### src/sv/fcx_ram.sv
// Generic single-write, single-read synchronous RAM with registered read data.
// No dependencies.
module fcx_ram #(
  parameter int WIDTH = 16,
  parameter int DEPTH = 256
) (
  input  logic                     clk,
  input  logic                     wr_en,
  input  logic [$clog2(DEPTH)-1:0] wr_addr,
  input  logic [WIDTH-1:0]         wr_data,
  input  logic [$clog2(DEPTH)-1:0] rd_addr,
  output logic [WIDTH-1:0]         rd_data
);

  logic [WIDTH-1:0] mem [DEPTH];

  always_ff @(posedge clk) begin
    if (wr_en) begin
      mem[wr_addr] <= wr_data;
    end
    rd_data <= mem[rd_addr];
  end

endmodule

### config.mk
export PLATFORM = sky130hd
export DESIGN_NAME = fcx_ram
export DESIGN_NICKNAME = d
export VERILOG_FILES = /design/src/sv/fcx_ram.sv
export SDC_FILE = /design/constraint.sdc
export NUM_CORES = 2
export LEC_CHECK = 0
export CAP_MARGIN = 0
export CORE_UTILIZATION = 60
export CTS_CLUSTER_DIAMETER = 30
export DETAILED_ROUTE_END_ITERATION = 8
export DONT_BUFFER_PORTS = 1
export HOLD_SLACK_MARGIN = 0.08
export PLACE_DENSITY_LB_ADDON = 0.2
export SYNTH_ARGS = -nofsm -noshare
export SYNTH_HDL_FRONTEND = slang
export SYNTH_SLANG_ARGS = --single-unit
export TNS_END_PERCENT = 50
### constraint.sdc
create_clock -name clk -period 3.3 [get_ports clk]
set_input_delay 0.33 -clock clk [delete_from_list [all_inputs] [get_ports clk]]
set_output_delay 0.33 -clock clk [all_outputs]
set_load 0.05 [all_outputs]
==> summary.txt <==
========================================================================================================
Number of nets with antenna violations after detailed routing .............................            0
Power per standard cell area .............................................................. 698.8 nW/µm²
Horizontal die dimension ..................................................................     516.3 µm
Fin. max-slew vios ........................................................................          408
Routed vias ...............................................................................        83744
Largest voltage drop on the vdd net .......................................................    0.6217 mV
Clock Tree Root ...........................................................................    clkbuf_16
H-tree depth reported by CTS ..............................................................            6
Clock latency on the worst-skew pair ......................................................      1.06 ns
Share of the yosys chip area belonging to registers .......................................       77.70%
Effective utilization at floorplan ........................................................       60.41%
Layout Area Growth over Synthesis .........................................................       19.92%
Antenna violations before repair ..........................................................           24
Pre-CTS setup slack .......................................................................    -2.573 ns
Synthesized instance count ................................................................         7360
Library cells used by synthesis ...........................................................           52
Number of nets in the finished design .....................................................         8316
Total detailed-routing wirelength .........................................................    426500 µm
Fin Hold WS ...............................................................................    0.1409 ns
Highest net fanout along the worst path ...................................................           97
Remaining max-slew budget at the tightest pin .............................................      -12.15%
Post-DR vias/cell .........................................................................        6.773
Number of post-CTS setup repair buffers ...................................................            0
Overall die area ..........................................................................   266600 µm²
Number of placement rows ..................................................................          188
Post-CTS clock slew at the launch and capture registers of the worst setup and hold paths .      0.06 ns
Core area .................................................................................   262700 µm²
Period Utilization, post-route ............................................................       103.7%
Area after detailed placement .............................................................   166000 µm²
Number of global-route vias before repair .................................................        83215
Hold violation count in the final report ..................................................            0
Post-synthesis cell area ..................................................................   158700 µm²
First-pass GRT wire length ................................................................    597600 µm
Top FF cell, synth ........................................................................     edfxtp_1
Initial detailed-routing violation count ..................................................        11661
CP arrival ................................................................................      4.31 ns
Synthesis Warnings ........................................................................            0
1st-pass router iterations ................................................................            6
Min cycle time layout .....................................................................     3.422 ns
Maximum count of clock buffers along a single path ........................................            4
Fill cells ................................................................................        14639
Maximum number of pins on one net before global-route repair ..............................          738
R2R depth .................................................................................            6
Gr usage total ............................................................................       31.73%
Hold Crit Class ...........................................................................    in -> reg
Maxcap violations .........................................................................            0
Final setup violation count ...............................................................            4
Synthesized net count .....................................................................         7394
Data required time of the critical path ...................................................      4.19 ns
Most common library cell in the layout ignoring fill and taps .............................     edfxtp_1
Buffers added on ports ....................................................................            0
Y dimension of the die ....................................................................     516.3 µm
Setup crit end kind .......................................................................         flop
Leak pwr ..................................................................................     62.60 nW
Maximum clock frequency ...................................................................    292.2 MHz
Clk sink count ............................................................................         4112
WL per Instance ...........................................................................     34.50 µm
EDFF count, synth .........................................................................         4096
FF+latch count, synth .....................................................................         4112
Setup repair after global routing missed its margin .......................................           no
Highest-count cells in the layout ignoring fill and taps .................................. edfxtp_1 (4096), mux4_2 (797), clkbuf_16 (667)
Worst hold path depth .....................................................................            4
Tightest Pin Transition ...................................................................     1.682 ns
DRC violations left .......................................................................            0
Mapped Avg Cell Area ......................................................................    21.56 µm²
Total clock buffers created by CTS ........................................................          653
CP Launch Type ............................................................................    input pin
FFs w/ async S/R, synth ...................................................................           0%
Cell area after layout ....................................................................   190300 µm²
Violated checks ........................................................................... max-slew violations, negative setup slack
Class of the most critical setup path .....................................................    in -> reg
Result of the run ......................................................................... finished with violations
CTS tree ..................................................................................        built
Ports .....................................................................................           50
Sum of overflow across all layers after global routing ....................................            0
Layout cells sized above 1 ................................................................       30.77%
Skew final ................................................................................   0.07861 ns
Estimated wirelength of the detail-placed design ..........................................    216300 µm
Final worst-path setup slack ..............................................................   -0.1219 ns
GPL Wtd Cong ..............................................................................       0.8576
========================================================================================================
-- kinds of logic after synthesis --
group	count (synthesis)	share of synthesized area, %
flip-flops	4112	77.70
multiplexers	1450	15.50
AO/OA/AOI/OAI	786	3.537
AND/OR/NAND/NOR	556	1.574
buffers and inverters	456	1.693
-- through the flow --
stage	utilization (%)	setup TNS, ns	power [mW]	cells
2_1_floorplan	-	0	61.69	7360
3_3_place_gp	63.18	-33.52	62.88	11062
3_5_place_dp	63.18	-34.31	62.91	11062
4_1_cts	72.22	0	133.0	12325
5_1_grt	72.42	0	135.9	12350
6_report	72.44	-0.1790	133.0	12364
-- critical path, stage by stage --
cell and delay, ns:
buf_16 0.21, buf_16 0.38, or2_4 0.42, buf_12 0.21, buf_12 0.22, buf_4 0.20
buf_4 0.17, o221ai_1 0.30, a21oi_1 0.19, nor2_2 0.38, nand4_1 0.52, nor4_2 0.44
-- power breakdown --
part	leakage [nW]	internal, mW	switching [mW]
registers	36.9	57.7	0.245
clock network	10.9	44.4	25.2
logic	14.8	2.01	3.44
-- routing by layer --
layer  wire (µm)  up-vias  global-route usage [%]
met2      200900     5821                   48.69
met4       18260       14                   12.47
li1            -    33440                       -
met1      154900    43559                   44.00
met3       52210      910                   8.431
met5         245        -                       0
-- cell type report --
| type | instances | area, µm² | area share [%] |
|---|---|---|---|
| well taps | 3515 | 4398 | 2.311 |
| diodes | 19 | 47.55 | 0.02498 |
| clock inverters | 470 | 5929 | 3.115 |
| flip-flops and latches | 4112 | 123300 | 64.79 |
| inverters | 4 | 27.53 | 0.01446 |
| clock buffers | 733 | 16770 | 8.810 |
| multi-input cells | 2792 | 32980 | 17.33 |
| repair buffers | 719 | 6862 | 3.605 |
-- final timing paths --
| path | from | endpoint | slack [ns] |
|---|---|---|---|
| setup / recovery | rd_addr[1] | rd_data[15]$_DFF_P_ | -0.12 |
| hold / removal | wr_en | mem[5][14]$_DFFE_PP_ | 0.14 |
| setup reg to reg | mem[23][1]$_DFFE_PP_ | rd_data[1]$_DFF_P_ | 0.59 |
| hold reg to reg | mem[114][7]$_DFFE_PP_ | rd_data[7]$_DFF_P_ | 1.05 |
-- synthesized netlist by cell type, drive strengths merged (21+ instances only) --
cell type,number,area share (%)
mux2,88,0.62
edfxtp,4096,77
nand3,35,0.11
nor2,304,0.72
nor3,92,0.29
a21oi,175,0.55
a221oi,28,0.15
nand2,38,0.090
clkbuf,230,0.54
o221ai,253,1.4
mux4,797,11
buf,222,1.1
a22oi,43,0.20
o32ai,21,0.12
o21ai,38,0.12
nand4,26,0.10
mux2i,565,3.6
a22o,32,0.18
o22ai,148,0.58
-- state kept, by name (all words and copies together), names as in the netlist --
signal	flops
rd_data	16
mem	4096
-- what timing repair did --
item | in CTS | in global routing
gates resized for setup | 1 | 5
cloned | 8 | 8
hold buffers | 52 | 3
pin swaps | 1 | 4
hold endpoints to repair | 4726 | 179
setup endpoints to repair | 16 | 16
Power figures use the tool's default switching activity.
